--- src/rtl/core/ptu_pkg.sv ---
// Shared types, constants and register codes of the packed tensor upsampler.
`timescale 1ns / 1ps
`default_nettype none
package ptu_pkg;

  // Default geometry limits (top-level parameter defaults)
  localparam int DEF_ATOM_BYTES   = 32;   // power of two, 8..64
  localparam int DEF_MAX_WIDTH    = 256;
  localparam int DEF_MAX_HEIGHT   = 256;
  localparam int DEF_MAX_CHANNELS = 1024;
  localparam int DEF_MAX_BATCH    = 4;
  localparam int DEF_MAX_SCALE    = 8;

  // Field widths
  localparam int WORD_W     = 64;
  localparam int ADDR_W     = 34;
  localparam int WIDTH_W    = 9;
  localparam int HEIGHT_W   = 9;
  localparam int CHAN_W     = 11;
  localparam int BATCH_W    = 3;
  localparam int SCALE_W    = 4;
  localparam int CFG_IDX_W  = 3;
  localparam int CFG_DATA_W = 11;

  // Bytes per data word and its shift
  localparam int WORD_BYTES = 8;
  localparam int WORD_SHIFT = 3;

  // Width used for counter-against-limit compares
  localparam int CMP_W = 14;

  // Job queue between front and back
  localparam int QUEUE_DEPTH = 4;

  // Register indexes
  localparam logic [CFG_IDX_W-1:0] REG_IN_WIDTH    = 3'd0;
  localparam logic [CFG_IDX_W-1:0] REG_IN_HEIGHT   = 3'd1;
  localparam logic [CFG_IDX_W-1:0] REG_CHANNELS    = 3'd2;
  localparam logic [CFG_IDX_W-1:0] REG_BATCH_COUNT = 3'd3;
  localparam logic [CFG_IDX_W-1:0] REG_SCALE       = 3'd4;

  // Register reset values
  localparam logic [WIDTH_W-1:0]  RST_IN_WIDTH    = 9'd1;
  localparam logic [HEIGHT_W-1:0] RST_IN_HEIGHT   = 9'd1;
  localparam logic [CHAN_W-1:0]   RST_CHANNELS    = 11'd32;
  localparam logic [BATCH_W-1:0]  RST_BATCH_COUNT = 3'd1;
  localparam logic [SCALE_W-1:0]  RST_SCALE       = 4'd2;

  // Stride calculation sequence
  typedef enum logic [2:0] {
    CALC_LINE,
    CALC_ROW,
    CALC_SURF,
    CALC_CUBE,
    CALC_READY
  } ptu_calc_e;

  // Clamped geometry and byte strides of the output tensor
  typedef struct packed {
    logic [SCALE_W-1:0]  scale;
    logic [WIDTH_W-1:0]  width;
    logic [HEIGHT_W-1:0] height;
    logic [CHAN_W-1:0]   surfaces;
    logic [BATCH_W-1:0]  batches;
    logic [ADDR_W-1:0]   atom_step;  // scale * atom
    logic [ADDR_W-1:0]   line;       // one output line
    logic [ADDR_W-1:0]   row_step;   // scale output lines
    logic [ADDR_W-1:0]   surf;       // one output surface
    logic [ADDR_W-1:0]   cube;       // one output tensor
  } ptu_strides_t;

  // One classified input word waiting for replication
  typedef struct packed {
    logic [ADDR_W-1:0] base;
    logic [WORD_W-1:0] word;
    logic              tensor_end;
  } ptu_job_t;

endpackage
`default_nettype wire

--- src/rtl/core/ptu_ifs.sv ---
// Channel interfaces of the packed tensor upsampler: input, result and configuration.
`timescale 1ns / 1ps
`default_nettype none
interface ptu_in_if;
  import ptu_pkg::*;
  logic              valid;
  logic              ready;
  logic [WORD_W-1:0] data_word;
  modport source (output valid, output data_word, input ready);
  modport sink   (input valid, input data_word, output ready);
endinterface

interface ptu_out_if;
  import ptu_pkg::*;
  logic              valid;
  logic              ready;
  logic [ADDR_W-1:0] dest_address;
  logic [WORD_W-1:0] write_word;
  logic              run_last;
  logic              tensor_last;
  modport source (output valid, output dest_address, output write_word,
                  output run_last, output tensor_last, input ready);
  modport sink   (input valid, input dest_address, input write_word,
                  input run_last, input tensor_last, output ready);
endinterface

interface ptu_cfg_if;
  import ptu_pkg::*;
  logic                  valid;
  logic                  ready;
  logic [CFG_IDX_W-1:0]  index;
  logic [CFG_DATA_W-1:0] data;
  modport source (output valid, output index, output data, input ready);
  modport sink   (input valid, input index, input data, output ready);
endinterface
`default_nettype wire

--- src/rtl/core/packed_tensor_upsampler.sv ---
// Top level of the packed tensor nearest-neighbour upsampler.
//
//   Channel    Dir  Word                                       Accepted when
//   cfg_chan   in   index[2:0], data[10:0]                     valid && ready
//   in_chan    in   data_word[63:0]                            valid && ready
//   out_chan   out  dest_address, write_word, run_last,        valid && ready
//                   tensor_last
//
// Each input word gives scale*scale writes at one write per cycle while out_chan.ready
// is high; the replica walker in the back end produces them. A taken word passes the
// front end's offset and sum stages and the job queue before its first write is offered.
// After reset and after every register write, in_chan.ready is low while the stride
// calculation steps through line, row, surface and cube; cfg_chan.ready is always high.
// The front end keeps taking words while writes stall, until its queue fills.
`timescale 1ns / 1ps
`default_nettype none
module packed_tensor_upsampler #(
  parameter int ATOM_BYTES   = ptu_pkg::DEF_ATOM_BYTES,
  parameter int MAX_WIDTH    = ptu_pkg::DEF_MAX_WIDTH,
  parameter int MAX_HEIGHT   = ptu_pkg::DEF_MAX_HEIGHT,
  parameter int MAX_CHANNELS = ptu_pkg::DEF_MAX_CHANNELS,
  parameter int MAX_BATCH    = ptu_pkg::DEF_MAX_BATCH,
  parameter int MAX_SCALE    = ptu_pkg::DEF_MAX_SCALE
) (
  input  logic      clk,
  input  logic      rst_n,
  ptu_cfg_if.sink   cfg_chan,
  ptu_in_if.sink    in_chan,
  ptu_out_if.source out_chan
);
  import ptu_pkg::*;

  ptu_strides_t strides;
  logic         cfg_busy;
  logic         push_valid, queue_full, pop_valid, pop_ready;
  ptu_job_t     push_job, pop_job;

  ptu_cfg #(
    .ATOM_BYTES  (ATOM_BYTES),
    .MAX_WIDTH   (MAX_WIDTH),
    .MAX_HEIGHT  (MAX_HEIGHT),
    .MAX_CHANNELS(MAX_CHANNELS),
    .MAX_BATCH   (MAX_BATCH),
    .MAX_SCALE   (MAX_SCALE)
  ) u_cfg (
    .clk     (clk),
    .rst_n   (rst_n),
    .cfg_chan(cfg_chan),
    .strides (strides),
    .busy    (cfg_busy)
  );

  ptu_front #(
    .ATOM_BYTES  (ATOM_BYTES),
    .MAX_WIDTH   (MAX_WIDTH),
    .MAX_HEIGHT  (MAX_HEIGHT),
    .MAX_CHANNELS(MAX_CHANNELS),
    .MAX_BATCH   (MAX_BATCH)
  ) u_front (
    .clk       (clk),
    .rst_n     (rst_n),
    .in_chan   (in_chan),
    .strides   (strides),
    .cfg_busy  (cfg_busy),
    .push_valid(push_valid),
    .push_job  (push_job),
    .queue_full(queue_full)
  );

  ptu_queue u_queue (
    .clk       (clk),
    .rst_n     (rst_n),
    .push_valid(push_valid),
    .push_job  (push_job),
    .full      (queue_full),
    .pop_valid (pop_valid),
    .pop_job   (pop_job),
    .pop_ready (pop_ready)
  );

  ptu_back #(
    .ATOM_BYTES(ATOM_BYTES)
  ) u_back (
    .clk      (clk),
    .rst_n    (rst_n),
    .pop_valid(pop_valid),
    .pop_job  (pop_job),
    .pop_ready(pop_ready),
    .strides  (strides),
    .out_chan (out_chan)
  );

endmodule
`default_nettype wire

--- src/rtl/core/ptu_cfg.sv ---
// Configuration registers, clamping and sequential stride calculation.
`timescale 1ns / 1ps
`default_nettype none
module ptu_cfg #(
  parameter int ATOM_BYTES   = ptu_pkg::DEF_ATOM_BYTES,
  parameter int MAX_WIDTH    = ptu_pkg::DEF_MAX_WIDTH,
  parameter int MAX_HEIGHT   = ptu_pkg::DEF_MAX_HEIGHT,
  parameter int MAX_CHANNELS = ptu_pkg::DEF_MAX_CHANNELS,
  parameter int MAX_BATCH    = ptu_pkg::DEF_MAX_BATCH,
  parameter int MAX_SCALE    = ptu_pkg::DEF_MAX_SCALE
) (
  input  logic                  clk,
  input  logic                  rst_n,
  ptu_cfg_if.sink               cfg_chan,
  output ptu_pkg::ptu_strides_t strides,
  output logic                  busy
);
  import ptu_pkg::*;

  localparam int LOG2_ATOM = $clog2(ATOM_BYTES);
  localparam int WPS_W     = WIDTH_W + SCALE_W;

  logic [WIDTH_W-1:0]  width_r;
  logic [HEIGHT_W-1:0] height_r;
  logic [CHAN_W-1:0]   chan_r;
  logic [BATCH_W-1:0]  batch_r;
  logic [SCALE_W-1:0]  scale_r;

  logic [WIDTH_W-1:0]  width_c;
  logic [HEIGHT_W-1:0] height_c;
  logic [CHAN_W-1:0]   chan_c;
  logic [BATCH_W-1:0]  batch_c;
  logic [SCALE_W-1:0]  scale_c;
  logic [CHAN_W:0]     chan_round;
  logic [CHAN_W-1:0]   surfaces_c;
  logic [WPS_W-1:0]    width_x_scale;

  ptu_calc_e    state_r, state_nxt;
  ptu_strides_t strides_r;
  logic         cfg_fire;
  logic         ld_line, ld_row, ld_surf, ld_cube;

  assign cfg_chan.ready = 1'b1;
  assign cfg_fire       = cfg_chan.valid && cfg_chan.ready;

  // Hold the raw register values
  always_ff @(posedge clk) begin
    if (!rst_n) begin
      width_r  <= RST_IN_WIDTH;
      height_r <= RST_IN_HEIGHT;
      chan_r   <= RST_CHANNELS;
      batch_r  <= RST_BATCH_COUNT;
      scale_r  <= RST_SCALE;
    end else if (cfg_fire) begin
      unique case (cfg_chan.index)
        REG_IN_WIDTH:    width_r  <= cfg_chan.data[WIDTH_W-1:0];
        REG_IN_HEIGHT:   height_r <= cfg_chan.data[HEIGHT_W-1:0];
        REG_CHANNELS:    chan_r   <= cfg_chan.data[CHAN_W-1:0];
        REG_BATCH_COUNT: batch_r  <= cfg_chan.data[BATCH_W-1:0];
        REG_SCALE:       scale_r  <= cfg_chan.data[SCALE_W-1:0];
        default: ;
      endcase
    end
  end

  // Clamp: zero reads as one, anything above the limit saturates
  always_comb begin
    width_c  = (width_r == '0) ? WIDTH_W'(1) :
               ((int'(width_r) > MAX_WIDTH) ? WIDTH_W'(MAX_WIDTH) : width_r);
    height_c = (height_r == '0) ? HEIGHT_W'(1) :
               ((int'(height_r) > MAX_HEIGHT) ? HEIGHT_W'(MAX_HEIGHT) : height_r);
    chan_c   = (chan_r == '0) ? CHAN_W'(1) :
               ((int'(chan_r) > MAX_CHANNELS) ? CHAN_W'(MAX_CHANNELS) : chan_r);
    batch_c  = (batch_r == '0) ? BATCH_W'(1) :
               ((int'(batch_r) > MAX_BATCH) ? BATCH_W'(MAX_BATCH) : batch_r);
    scale_c  = (scale_r == '0) ? SCALE_W'(1) :
               ((int'(scale_r) > MAX_SCALE) ? SCALE_W'(MAX_SCALE) : scale_r);
    chan_round    = {1'b0, chan_c} + (CHAN_W + 1)'(ATOM_BYTES - 1);
    surfaces_c    = CHAN_W'(chan_round >> LOG2_ATOM);
    width_x_scale = WPS_W'(width_c) * WPS_W'(scale_c);
  end

  // Next state: restart the calculation on every register write
  always_comb begin
    state_nxt = state_r;
    unique case (state_r)
      CALC_LINE:  state_nxt = CALC_ROW;
      CALC_ROW:   state_nxt = CALC_SURF;
      CALC_SURF:  state_nxt = CALC_CUBE;
      CALC_CUBE:  state_nxt = CALC_READY;
      CALC_READY: state_nxt = CALC_READY;
      default:    state_nxt = CALC_LINE;
    endcase
    if (cfg_fire) begin
      state_nxt = CALC_LINE;
    end
  end

  // Step strobes and busy flag
  always_comb begin
    ld_line = 1'b0;
    ld_row  = 1'b0;
    ld_surf = 1'b0;
    ld_cube = 1'b0;
    busy    = 1'b1;
    unique case (state_r)
      CALC_LINE:  ld_line = 1'b1;
      CALC_ROW:   ld_row  = 1'b1;
      CALC_SURF:  ld_surf = 1'b1;
      CALC_CUBE:  ld_cube = 1'b1;
      CALC_READY: busy    = 1'b0;
      default:    busy    = 1'b1;
    endcase
  end

  always_ff @(posedge clk) begin
    if (!rst_n) begin
      state_r <= CALC_LINE;
    end else begin
      state_r <= state_nxt;
    end
  end

  // One multiplication per step
  always_ff @(posedge clk) begin
    if (ld_line) begin
      strides_r.scale     <= scale_c;
      strides_r.width     <= width_c;
      strides_r.height    <= height_c;
      strides_r.surfaces  <= surfaces_c;
      strides_r.batches   <= batch_c;
      strides_r.atom_step <= ADDR_W'(scale_c) << LOG2_ATOM;
      strides_r.line      <= ADDR_W'(width_x_scale) << LOG2_ATOM;
    end
    if (ld_row) begin
      strides_r.row_step <= strides_r.line * ADDR_W'(strides_r.scale);
    end
    if (ld_surf) begin
      strides_r.surf <= strides_r.row_step * ADDR_W'(strides_r.height);
    end
    if (ld_cube) begin
      strides_r.cube <= strides_r.surf * ADDR_W'(strides_r.surfaces);
    end
  end

  assign strides = strides_r;

endmodule
`default_nettype wire

--- src/rtl/core/ptu_front.sv ---
// Front end: accepts input words, tracks tensor position, forms base addresses.
`timescale 1ns / 1ps
`default_nettype none
module ptu_front #(
  parameter int ATOM_BYTES   = ptu_pkg::DEF_ATOM_BYTES,
  parameter int MAX_WIDTH    = ptu_pkg::DEF_MAX_WIDTH,
  parameter int MAX_HEIGHT   = ptu_pkg::DEF_MAX_HEIGHT,
  parameter int MAX_CHANNELS = ptu_pkg::DEF_MAX_CHANNELS,
  parameter int MAX_BATCH    = ptu_pkg::DEF_MAX_BATCH
) (
  input  logic                  clk,
  input  logic                  rst_n,
  ptu_in_if.sink                in_chan,
  input  ptu_pkg::ptu_strides_t strides,
  input  logic                  cfg_busy,
  output logic                  push_valid,
  output ptu_pkg::ptu_job_t     push_job,
  input  logic                  queue_full
);
  import ptu_pkg::*;

  localparam int WORDS_PER_ATOM = ATOM_BYTES / WORD_BYTES;
  localparam int MAX_SURF       = (MAX_CHANNELS + ATOM_BYTES - 1) / ATOM_BYTES;
  localparam int LANE_W  = (WORDS_PER_ATOM > 1) ? $clog2(WORDS_PER_ATOM) : 1;
  localparam int COL_W   = (MAX_WIDTH > 1) ? $clog2(MAX_WIDTH) : 1;
  localparam int ROW_W   = (MAX_HEIGHT > 1) ? $clog2(MAX_HEIGHT) : 1;
  localparam int SURF_W  = (MAX_SURF > 1) ? $clog2(MAX_SURF) : 1;
  localparam int BIDX_W  = (MAX_BATCH > 1) ? $clog2(MAX_BATCH) : 1;

  logic [LANE_W-1:0] lane_r, lane_nxt;
  logic [COL_W-1:0]  col_r, col_nxt;
  logic [ROW_W-1:0]  row_r, row_nxt;
  logic [SURF_W-1:0] surf_r, surf_nxt;
  logic [BIDX_W-1:0] bidx_r, bidx_nxt;
  logic lane_end, col_end, row_end, surf_end, bidx_end, all_end;

  logic accept, advance;

  logic              p1_valid_r;
  logic [WORD_W-1:0] p1_word_r;
  logic              p1_end_r;
  logic [ADDR_W-1:0] p1_off_batch_r, p1_off_surf_r, p1_off_row_r, p1_off_col_r;
  logic [ADDR_W-1:0] p1_off_lane_r;

  logic              p2_valid_r;
  logic [WORD_W-1:0] p2_word_r;
  logic              p2_end_r;
  logic [ADDR_W-1:0] p2_sum_hi_r, p2_sum_lo_r;

  // The pipeline moves unless its last stage is blocked by a full queue
  assign advance       = !p2_valid_r || !queue_full;
  assign in_chan.ready = advance && !cfg_busy;
  assign accept        = in_chan.valid && in_chan.ready;

  // Position end flags
  always_comb begin
    lane_end = (CMP_W'(lane_r) + CMP_W'(1)) >= CMP_W'(WORDS_PER_ATOM);
    col_end  = (CMP_W'(col_r)  + CMP_W'(1)) >= CMP_W'(strides.width);
    row_end  = (CMP_W'(row_r)  + CMP_W'(1)) >= CMP_W'(strides.height);
    surf_end = (CMP_W'(surf_r) + CMP_W'(1)) >= CMP_W'(strides.surfaces);
    bidx_end = (CMP_W'(bidx_r) + CMP_W'(1)) >= CMP_W'(strides.batches);
    all_end  = lane_end && col_end && row_end && surf_end && bidx_end;
  end

  // Advance the nested counters, innermost first
  always_comb begin
    lane_nxt = lane_end ? '0 : lane_r + LANE_W'(1);
    col_nxt  = col_r;
    row_nxt  = row_r;
    surf_nxt = surf_r;
    bidx_nxt = bidx_r;
    if (lane_end) begin
      col_nxt = col_end ? '0 : col_r + COL_W'(1);
      if (col_end) begin
        row_nxt = row_end ? '0 : row_r + ROW_W'(1);
        if (row_end) begin
          surf_nxt = surf_end ? '0 : surf_r + SURF_W'(1);
          if (surf_end) begin
            bidx_nxt = bidx_end ? '0 : bidx_r + BIDX_W'(1);
          end
        end
      end
    end
  end

  always_ff @(posedge clk) begin
    if (!rst_n) begin
      lane_r <= '0;
      col_r  <= '0;
      row_r  <= '0;
      surf_r <= '0;
      bidx_r <= '0;
    end else if (accept) begin
      lane_r <= lane_nxt;
      col_r  <= col_nxt;
      row_r  <= row_nxt;
      surf_r <= surf_nxt;
      bidx_r <= bidx_nxt;
    end
  end

  // Stage valid bits
  always_ff @(posedge clk) begin
    if (!rst_n) begin
      p1_valid_r <= 1'b0;
      p2_valid_r <= 1'b0;
    end else if (advance) begin
      p1_valid_r <= accept;
      p2_valid_r <= p1_valid_r;
    end
  end

  // Stage one: per-level offsets of the accepted word
  always_ff @(posedge clk) begin
    if (accept) begin
      p1_word_r      <= in_chan.data_word;
      p1_end_r       <= all_end;
      p1_off_batch_r <= ADDR_W'(bidx_r) * strides.cube;
      p1_off_surf_r  <= ADDR_W'(surf_r) * strides.surf;
      p1_off_row_r   <= ADDR_W'(row_r) * strides.row_step;
      p1_off_col_r   <= ADDR_W'(col_r) * strides.atom_step;
      p1_off_lane_r  <= ADDR_W'(lane_r) << WORD_SHIFT;
    end
  end

  // Stage two: partial sums
  always_ff @(posedge clk) begin
    if (advance) begin
      p2_word_r   <= p1_word_r;
      p2_end_r    <= p1_end_r;
      p2_sum_hi_r <= p1_off_batch_r + p1_off_surf_r;
      p2_sum_lo_r <= p1_off_row_r + p1_off_col_r + p1_off_lane_r;
    end
  end

  assign push_valid          = p2_valid_r && !queue_full;
  assign push_job.base       = p2_sum_hi_r + p2_sum_lo_r;
  assign push_job.word       = p2_word_r;
  assign push_job.tensor_end = p2_end_r;

endmodule
`default_nettype wire

--- src/rtl/core/ptu_queue.sv ---
// Short job queue decoupling the front end from the replica writer.
`timescale 1ns / 1ps
`default_nettype none
module ptu_queue (
  input  logic              clk,
  input  logic              rst_n,
  input  logic              push_valid,
  input  ptu_pkg::ptu_job_t push_job,
  output logic              full,
  output logic              pop_valid,
  output ptu_pkg::ptu_job_t pop_job,
  input  logic              pop_ready
);
  import ptu_pkg::*;

  localparam int PTR_W = (QUEUE_DEPTH > 1) ? $clog2(QUEUE_DEPTH) : 1;
  localparam int CNT_W = $clog2(QUEUE_DEPTH + 1);

  ptu_job_t          slot_r [QUEUE_DEPTH];
  logic [PTR_W-1:0]  wr_ptr_r, rd_ptr_r;
  logic [CNT_W-1:0]  count_r, count_nxt;
  logic              do_push, do_pop;

  assign full      = (count_r == CNT_W'(QUEUE_DEPTH));
  assign pop_valid = (count_r != '0);
  assign pop_job   = slot_r[rd_ptr_r];
  assign do_push   = push_valid && !full;
  assign do_pop    = pop_valid && pop_ready;

  always_comb begin
    case ({do_push, do_pop})
      2'b10:   count_nxt = count_r + CNT_W'(1);
      2'b01:   count_nxt = count_r - CNT_W'(1);
      default: count_nxt = count_r;
    endcase
  end

  // Advance pointers, wrapping at the queue depth
  always_ff @(posedge clk) begin
    if (!rst_n) begin
      wr_ptr_r <= '0;
      rd_ptr_r <= '0;
      count_r  <= '0;
    end else begin
      count_r <= count_nxt;
      if (do_push) begin
        wr_ptr_r <= (wr_ptr_r == PTR_W'(QUEUE_DEPTH - 1)) ? '0 : wr_ptr_r + PTR_W'(1);
      end
      if (do_pop) begin
        rd_ptr_r <= (rd_ptr_r == PTR_W'(QUEUE_DEPTH - 1)) ? '0 : rd_ptr_r + PTR_W'(1);
      end
    end
  end

  always_ff @(posedge clk) begin
    if (do_push) begin
      slot_r[wr_ptr_r] <= push_job;
    end
  end

endmodule
`default_nettype wire

--- src/rtl/core/ptu_back.sv ---
// Back end: walks the scale x scale replica of each job and drives the write channel.
`timescale 1ns / 1ps
`default_nettype none
module ptu_back #(
  parameter int ATOM_BYTES = ptu_pkg::DEF_ATOM_BYTES
) (
  input  logic                  clk,
  input  logic                  rst_n,
  input  logic                  pop_valid,
  input  ptu_pkg::ptu_job_t     pop_job,
  output logic                  pop_ready,
  input  ptu_pkg::ptu_strides_t strides,
  ptu_out_if.source             out_chan
);
  import ptu_pkg::*;

  logic               active_r;
  logic [ADDR_W-1:0]  addr_r, row_addr_r;
  logic [SCALE_W-1:0] x_r, y_r;
  logic [WORD_W-1:0]  word_r;
  logic               end_r;
  logic               x_last, y_last, last, fire, take;

  assign x_last    = (x_r + SCALE_W'(1)) == strides.scale;
  assign y_last    = (y_r + SCALE_W'(1)) == strides.scale;
  assign last      = x_last && y_last;
  assign fire      = active_r && out_chan.ready;
  assign pop_ready = !active_r || (fire && last);
  assign take      = pop_valid && pop_ready;

  always_ff @(posedge clk) begin
    if (!rst_n) begin
      active_r <= 1'b0;
    end else if (take) begin
      active_r <= 1'b1;
    end else if (fire && last) begin
      active_r <= 1'b0;
    end
  end

  // Load a new job, or step across the replica: columns one atom apart, then rows
  always_ff @(posedge clk) begin
    if (take) begin
      addr_r     <= pop_job.base;
      row_addr_r <= pop_job.base;
      x_r        <= '0;
      y_r        <= '0;
      word_r     <= pop_job.word;
      end_r      <= pop_job.tensor_end;
    end else if (fire && !last) begin
      if (x_last) begin
        x_r        <= '0;
        y_r        <= y_r + SCALE_W'(1);
        row_addr_r <= row_addr_r + strides.line;
        addr_r     <= row_addr_r + strides.line;
      end else begin
        x_r    <= x_r + SCALE_W'(1);
        addr_r <= addr_r + ADDR_W'(ATOM_BYTES);
      end
    end
  end

  assign out_chan.valid        = active_r;
  assign out_chan.dest_address = addr_r;
  assign out_chan.write_word   = word_r;
  assign out_chan.run_last     = last;
  assign out_chan.tensor_last  = last && end_r;

endmodule
`default_nettype wire

--- src/flat_wrapper.sv ---
// flat-port wrapper written by rule: the top's interface ports become plain ports
module packed_tensor_upsampler_flat import ptu_pkg::*;
#(
  parameter int ATOM_BYTES   = ptu_pkg::DEF_ATOM_BYTES,
  parameter int MAX_WIDTH    = ptu_pkg::DEF_MAX_WIDTH,
  parameter int MAX_HEIGHT   = ptu_pkg::DEF_MAX_HEIGHT,
  parameter int MAX_CHANNELS = ptu_pkg::DEF_MAX_CHANNELS,
  parameter int MAX_BATCH    = ptu_pkg::DEF_MAX_BATCH,
  parameter int MAX_SCALE    = ptu_pkg::DEF_MAX_SCALE
)
  (clk, rst_n, cfg_chan_valid, cfg_chan_index, cfg_chan_data, cfg_chan_ready, in_chan_valid, in_chan_data_word, in_chan_ready, out_chan_valid, out_chan_dest_address, out_chan_write_word, out_chan_run_last, out_chan_tensor_last, out_chan_ready);
  ptu_cfg_if cfg_chan_i ();
  ptu_in_if in_chan_i ();
  ptu_out_if out_chan_i ();
  input  logic clk;
  input  logic rst_n;
  input wire logic [$bits(cfg_chan_i.valid)-1:0] cfg_chan_valid;
  input wire logic [$bits(cfg_chan_i.index)-1:0] cfg_chan_index;
  input wire logic [$bits(cfg_chan_i.data)-1:0] cfg_chan_data;
  output wire logic [$bits(cfg_chan_i.ready)-1:0] cfg_chan_ready;
  input wire logic [$bits(in_chan_i.valid)-1:0] in_chan_valid;
  input wire logic [$bits(in_chan_i.data_word)-1:0] in_chan_data_word;
  output wire logic [$bits(in_chan_i.ready)-1:0] in_chan_ready;
  output wire logic [$bits(out_chan_i.valid)-1:0] out_chan_valid;
  output wire logic [$bits(out_chan_i.dest_address)-1:0] out_chan_dest_address;
  output wire logic [$bits(out_chan_i.write_word)-1:0] out_chan_write_word;
  output wire logic [$bits(out_chan_i.run_last)-1:0] out_chan_run_last;
  output wire logic [$bits(out_chan_i.tensor_last)-1:0] out_chan_tensor_last;
  input wire logic [$bits(out_chan_i.ready)-1:0] out_chan_ready;
  assign cfg_chan_i.valid = cfg_chan_valid;
  assign cfg_chan_i.index = cfg_chan_index;
  assign cfg_chan_i.data = cfg_chan_data;
  assign cfg_chan_ready = cfg_chan_i.ready;
  assign in_chan_i.valid = in_chan_valid;
  assign in_chan_i.data_word = in_chan_data_word;
  assign in_chan_ready = in_chan_i.ready;
  assign out_chan_valid = out_chan_i.valid;
  assign out_chan_dest_address = out_chan_i.dest_address;
  assign out_chan_write_word = out_chan_i.write_word;
  assign out_chan_run_last = out_chan_i.run_last;
  assign out_chan_tensor_last = out_chan_i.tensor_last;
  assign out_chan_i.ready = out_chan_ready;
  packed_tensor_upsampler #(.ATOM_BYTES(ATOM_BYTES), .MAX_WIDTH(MAX_WIDTH), .MAX_HEIGHT(MAX_HEIGHT), .MAX_CHANNELS(MAX_CHANNELS), .MAX_BATCH(MAX_BATCH), .MAX_SCALE(MAX_SCALE)) u_core (.clk(clk), .rst_n(rst_n), .cfg_chan(cfg_chan_i), .in_chan(in_chan_i), .out_chan(out_chan_i));
endmodule
--- config.mk ---
export PLATFORM = sky130hd
export DESIGN_NAME = packed_tensor_upsampler_flat
export DESIGN_NICKNAME = d
export VERILOG_FILES = /design/src/rtl/core/ptu_pkg.sv /design/src/rtl/core/ptu_ifs.sv /design/src/rtl/core/packed_tensor_upsampler.sv /design/src/rtl/core/ptu_cfg.sv /design/src/rtl/core/ptu_front.sv /design/src/rtl/core/ptu_queue.sv /design/src/rtl/core/ptu_back.sv /design/src/flat_wrapper.sv
export SDC_FILE = /design/constraint.sdc
export NUM_CORES = 2
export LEC_CHECK = 0
export BUFFER_PORTS_ARGS = -buffer_cell sky130_fd_sc_hd__buf_2
export CAP_MARGIN = 30
export CORE_MARGIN = 10
export CORE_UTILIZATION = 30
export CTS_CLUSTER_DIAMETER = 50
export DETAILED_ROUTE_END_ITERATION = 8
export HOLD_SLACK_MARGIN = 0.05
export PLACE_DENSITY = 0.56
export SLEW_MARGIN = 40
export SYNTH_ARGS = -nofsm -noshare
export SYNTH_HDL_FRONTEND = slang
export SYNTH_SLANG_ARGS = --single-unit
--- constraint.sdc ---
create_clock -name clk -period 10.34 [get_ports clk]
set_clock_uncertainty 0.15 [all_clocks]
set_input_delay 0.517 -clock clk [delete_from_list [all_inputs] [get_ports clk]]
set_output_delay 0.517 -clock clk [all_outputs]
set_load 0.1 [all_outputs]
Word-level counts from Yosys, hierarchy flattened

Memory sizes are Yosys's and may differ from the RTL's. A register that Yosys moved wholly into a read port is not among the register bits.
Cells that the tools add are included.

Add/subtract/negate cells: 23
Multiply operators: 8
Multiplexer cells: 34
Equal/unequal tests: 15
Reduce and logical (&&, ||, !) cells: 47
Bitwise gates (word level): 1
Order comparisons: 10

Operators with widths:

| kind                  | number |
|---|---|
| $mux 34               | 6 |
| $add 34x34->34        | 3 |
| $add 34x18->34        | 1 |
| $add 34x5->34         | 1 |
| $add 34x6->34 const B | 1 |
| $mul 2x34->34         | 1 |
| $mul 34x7->34         | 1 |
| $mul 5x34->34         | 1 |
| $mul 29x9->29         | 1 |
| $mul 8x29->29         | 1 |
| $mux 9                | 3 |
| $mux 11               | 2 |
| $add 8x1->9 const B   | 2 |
| $ge 9x9->1            | 2 |
| $gt 9x9->1 const B    | 2 |
| $logic_not 9->1       | 2 |
| $mul 13x4->17         | 1 |
| $add 8x1->8 const B   | 2 |
| $mux 8                | 2 |
| $reduce_and 2->1      | 8 |
| $logic_and 1x1->1     | 14 |
| $mul 9x4->13          | 1 |
| $add 11x5->12 const B | 1 |
| $eq 3x2->1 const B    | 4 |
| other kinds (38)      | 75 |

Memories kept: 1
Logic and storage cells: 184
Memory bits (writable): 396
Input bits: 83
Register bits after elaboration: 688
Output and inout port bits: 103

Memory list:

| memory                | words | width | rd ports | clocked after memory_dff | wr ports | RTL line        | RTL |
|---|---|---|---|---|---|---|---|
| u_core.u_queue.slot_r | 4     | 99    | 1        | 1                        | 1        | ptu_queue.sv:19 | `ptu_job_t slot_r [QUEUE_DEPTH];` |

Longest topological paths before layout

Depth in word-level cells: 8
Gate-level depth with buffers: 22
Gate-level depth less buffers: 20

Cells and area by module

A second synthesis with hierarchy kept.

Cells, all modules: 7038
Area, all modules: 79582.6 µm²

Modules (own cells, without submodules):

| module    | times used | area each (µm²) | cells an instance | sequential area each (µm²) |
|---|---|---|---|---|
| ptu_front | 1          | 38021.5         | 3727              | 10630.2 |
| ptu_cfg   | 1          | 18697.9         | 1955              | 4354.2 |
| ptu_queue | 1          | 14739.1         | 573               | 12071.6 |
| ptu_back  | 1          | 8124.0          | 783               | 4174.0 |

Worst setup path before layout

Ideal clock, no wire load.

Kind: reg-to-reg
Start: reg u_core.u_queue.count_r[0]
End: reg u_core.u_front.surf_r[4]
Stages on the path, launching flop included: 13
Path buffers: 0
Clock period less this slack: 9119 ps
Library setup time: 76 ps
Required time: 10114 ps
Setup slack: 1221 ps
Arrival time: 8893 ps
Cells stage by stage: dfxtp_1 > nor2_1 > and3_1 > inv_1 > and3_1 > nand2_1 > inv_1 > nand2_1 > a21oi_1 > a41oi_1 > or2_2 > nand3b_1 > a21boi_0

Word-level cells in the longest chain between the ends: 6

Ends and longest elaborated chain:

| item                            | RTL line           | RTL |
|---|---|---|
| start, declared                 | ptu_queue.sv:21    | `logic [CNT_W-1:0] count_r, count_nxt;` |
| start signal, assigned          | ptu_queue.sv:45    | `count_r <= count_nxt;` |
| $eq 3x3->1                      | ptu_queue.sv:24    | `assign full = (count_r == CNT_W'(QUEUE_DEPTH));` |
| $logic_not 1->1                 | ptu_front.sv:51    | `assign advance = !p2_valid_r \|\| !queue_full;` |
| $logic_or 1x1->1                | ptu_front.sv:51    |  |
| $logic_and 1x1->1               | ptu_front.sv:52    | `assign in_chan.ready = advance && !cfg_busy;` |
| named net in_chan_ready         | flat_wrapper.sv:23 | `output wire logic [$bits(in_chan_i.ready)-1:0] in_chan_ready;` |
| $logic_and 1x1->1               | ptu_front.sv:53    | `assign accept = in_chan.valid && in_chan.ready;` |
| named net u_core.u_front.accept | ptu_front.sv:37    | `logic accept, advance;` |
| $reduce_and 4->1 (no line)      | --                 |  |
| end signal, assigned            | ptu_front.sv:97    | `surf_r <= surf_nxt;` |
| end, declared                   | ptu_front.sv:33    | `logic [SURF_W-1:0] surf_r, surf_nxt;` |

The timed path passes the listed nets, and every way through them passes these cells.
A chain may end at the register's enable or synchronous reset.

Final worst setup path

Start: reg u_core.u_cfg.strides_r (netlist bit u_core.u_cfg.strides[176])
End: reg u_core.u_cfg.strides_r (netlist bit u_core.u_cfg.strides[33]), data pin

Word-level cells in the longest chain between the ends: 1

Ends and longest elaborated chain:

| item            | RTL line       | RTL |
|---|---|---|
| start, declared | ptu_cfg.sv:39  | `ptu_strides_t strides_r;` |
| $mul 34x7->34   | ptu_cfg.sv:142 | `strides_r.cube <= strides_r.surf * ADDR_W'(strides_r.surfaces);` |

Every way passes these cells.

==> impl_metrics.csv <==
group,metric,value,unit
yosys,synth_edf_count,918,
global_route,antenna_found_initial,10,
cells_and_area,area.growth.synth_to_final,15.1,%
run_status,status,"finished clean",
sta,worstMarginPinSlew,864,ps
clocking,cts_root_buf,"clkbuf_16",
pwr,powerDensity,194,nW/µm²
worst_setup_path,r2r_setup_slack,4140,ps
sta,finalSetupViolations,0,
sta,finalHoldViolations,0,
routing,routed_via_density,4.64,
sta,slew_headroom,42.3,%
clocking,htreeDepth,4,
yosys,synth_seq_cells,1002,
yosys,synth_flop_cell,"edfxtp_1",
sta,setup-tns-final,0,ps
die,dieArea,230000,µm²
clocking,tritoncts,"built",
run,max_cap_violations,0,
die,rows,168,
clocking,clk_latency,770,ps
clocking,cts_setup_buffers,0,
worst_setup_path,worstPathArrival,6530,ps
routing,vias,39481,
place,place_inst,8178,
die,initial_core_util,30.2,%
die,dieWidth,480,µm
sta,min_period,6200,ps
place,portBuffers,181,
place,place.gp.congestion,0.847,
yosys,synthCells,5351,
yosys,avgSynthCellArea,11.9,µm²
cells_and_area,stdcell_count,8510,
global_route,grt_pass1_wl,235,mm
cells_and_area,layout_commonest_cell,"edfxtp_1",
die,boundaryPins,186,
cells_and_area,fin_nets,6488,
routing,ant_nets,0,
yosys,async_flop_share,0,%
clocking,clk_path_buf_depth,3,
yosys,synthesis.area,63500,µm²
die,fp.coreArea,210000,µm²
clocking,clock_sinks,1002,
worst_setup_path,endpoint_kind,"flop",
global_route,grt_max_degree,79,
cells_and_area,final_cell_mix,"918 x edfxtp_1, 591 x inv_1, 563 x nand2_1",
cells_and_area,final_core_util,34.8,%
global_route,grt.total_usage,12.8,%
sta,rsz0062_at_grt,"false",
sta,post-route-period-util,60.0,%
yosys,synth_cell_types,90,
pwr,p_leak,30.1,nW
worst_setup_path,crit_type,"reg -> reg",
yosys,ys_seq_area_share,46.1,%
routing,dr.first_iter.drc_count,2337,
clocking,cts_buffers,133,
worst_setup_path,crit_path_max_fanout,16,
worst_hold_path,hp-class,"in -> reg",
sta,report.final.slew_viol_count,0,
worst_setup_path,startpoint_type,"flop",
cells_and_area,drive_gt1_share,10.4,%
pwr,ir_worst_vdd,0.285,mV
place,dp_hpwl,107,mm
routing,routed_wl,149,mm
routing,wl_per_cell,17.5,µm
routing,first_pass_iters,5,
worst_setup_path,required,10670,ps
sta,fmaxAchievable,161,MHz
yosys,yosysWarningCount,0,
die,floorplan.die.height,480,µm
global_route,grt_pass1_vias,40595,
clocking,clkTransAtPathRegs,60,ps
routing,drc,0,
global_route,grt_remaining_overflow,0,
synthesized netlist by cell type (19+ instances only):
cell type / n / share of area, %
edfxtp_1: 918 / 43
inv_1: 593 / 3.5
nand2_1: 563 / 3.3
and2_1: 474 / 4.7
fa_1: 441 / 14
ha_1: 372 / 7.3
xnor2_1: 232 / 3.2
nor2_1: 211 / 1.2
a21oi_1: 202 / 1.6
clkbuf_1: 161 / 0.95
o21ai_0: 134 / 1.1
mux4_2: 94 / 3.3
dfxtp_1: 84 / 2.6
nand3_1: 82 / 0.65
xor2_1: 76 / 1.0
a21o_1: 70 / 0.83
nor3_1: 54 / 0.43
nor2b_1: 52 / 0.51
and3_1: 51 / 0.50
a21boi_0: 47 / 0.56
nand2b_1: 39 / 0.38
o21a_1: 35 / 0.41
o21bai_1: 34 / 0.40
nand4_1: 27 / 0.27
a211oi_1: 22 / 0.26
or3_1: 19 / 0.19
critical path: stages, from the launching register on:
cell      delay [ps]
edfxtp_1         640
buf_6            260
and2_1           150
fa_1             490
inv_1             60
fa_1             540
inv_1             50
fa_1             470
inv_1             50
fa_1             470
inv_1             40
ha_1             210
nor4_1           340
o211ai_1         180
a311oi_1         710
nor2_1            90
o22ai_1          310
o21ai_0          190
a41o_1           290
o22ai_1          160
xnor2_1           80
sequential cells by signal (all words and copies together) (netlist names), 30 cells and up, named ones only:
signal and count:
u_core.u_front.p1_word_r 64, u_core.u_back.out_chan.dest_address 31, u_core.u_cfg.strides 119, u_core.u_back.out_chan.write_word 64, u_core.u_front.p2_sum_lo_r 30, u_core.u_front.p2_word_r 64, u_core.u_back.row_addr_r 31, u_core.u_queue.slot_r 384
power breakdown:
part           leakage [nW]  internal (W)  total [W]  switching [W]
combinational          18.4       0.00136    0.00432        0.00295
clock                  2.23       0.00279    0.00472        0.00194
sequential             9.44       0.00487    0.00516       0.000288
stage by stage:
step	hold WS, ps	total power, W	area [µm²]	setup WS, ps
floorplan	250	0.00857	63500	1220
global placement	251	0.00952	67400	4140
detailed placement	255	0.00957	67500	4170
CTS	54.8	0.0144	73000	4140
global route	77.1	0.0150	73100	3740
finish	67.1	0.0142	73100	4140
logic make-up after synthesis:
| group | Yosys count | share of synthesized area, % |
|---|---|---|
| simple gates | 1634 | 12.9 |
| flops | 1002 | 46.1 |
| fa+ha+maj | 813 | 21.2 |
| buf+inv | 794 | 4.79 |
| compound gates | 683 | 7.03 |
| xor+xnor | 308 | 4.25 |
| mux | 115 | 3.68 |
| other cells | 2 | 0.0118 |
metal layers:
layer / vias to the layer above / part of all wire (%) / global-route usage [%] / wire length [µm]
li1: 18814 / - / - / -
met1: 19638 / 47 / 17.9 / 70300
met2: 855 / 45 / 20.4 / 67800
met3: 174 / 5.3 / 2.35 / 7960
met4: 0 / 2.1 / 3.37 / 3110
met5: - / 0 / 0 / 0
what timing repair did:
action                    4_1_cts  5_1_grt
gates resized for setup         0        0
hold buffers                   80        0
hold endpoints to repair      106        0
final cells by class:
cell class,instances,area (µm²)
clock buffers,159,3470
well taps,2805,3510
multi-input cells,3558,31300
inverters,594,2240
clock inverters,88,1230
diodes,1,2.50
fillers,20492,137000
repair buffers,303,2100
flip-flops and latches,1002,29300
path summary, 6_finish.rpt:
check                                     from                           end  cells after the start
hold / removal               cfg_chan_index[0]       u_core.u_cfg.width_r[1]                      4
hold reg to reg   u_core.u_front.p1_word_r[54]  u_core.u_front.p2_word_r[54]                      0
setup / recovery     u_core.u_cfg.strides[176]      u_core.u_cfg.strides[33]                     20
setup reg to reg     u_core.u_cfg.strides[176]      u_core.u_cfg.strides[33]                     20
Note: power is estimated with default switching activity, not from simulation.
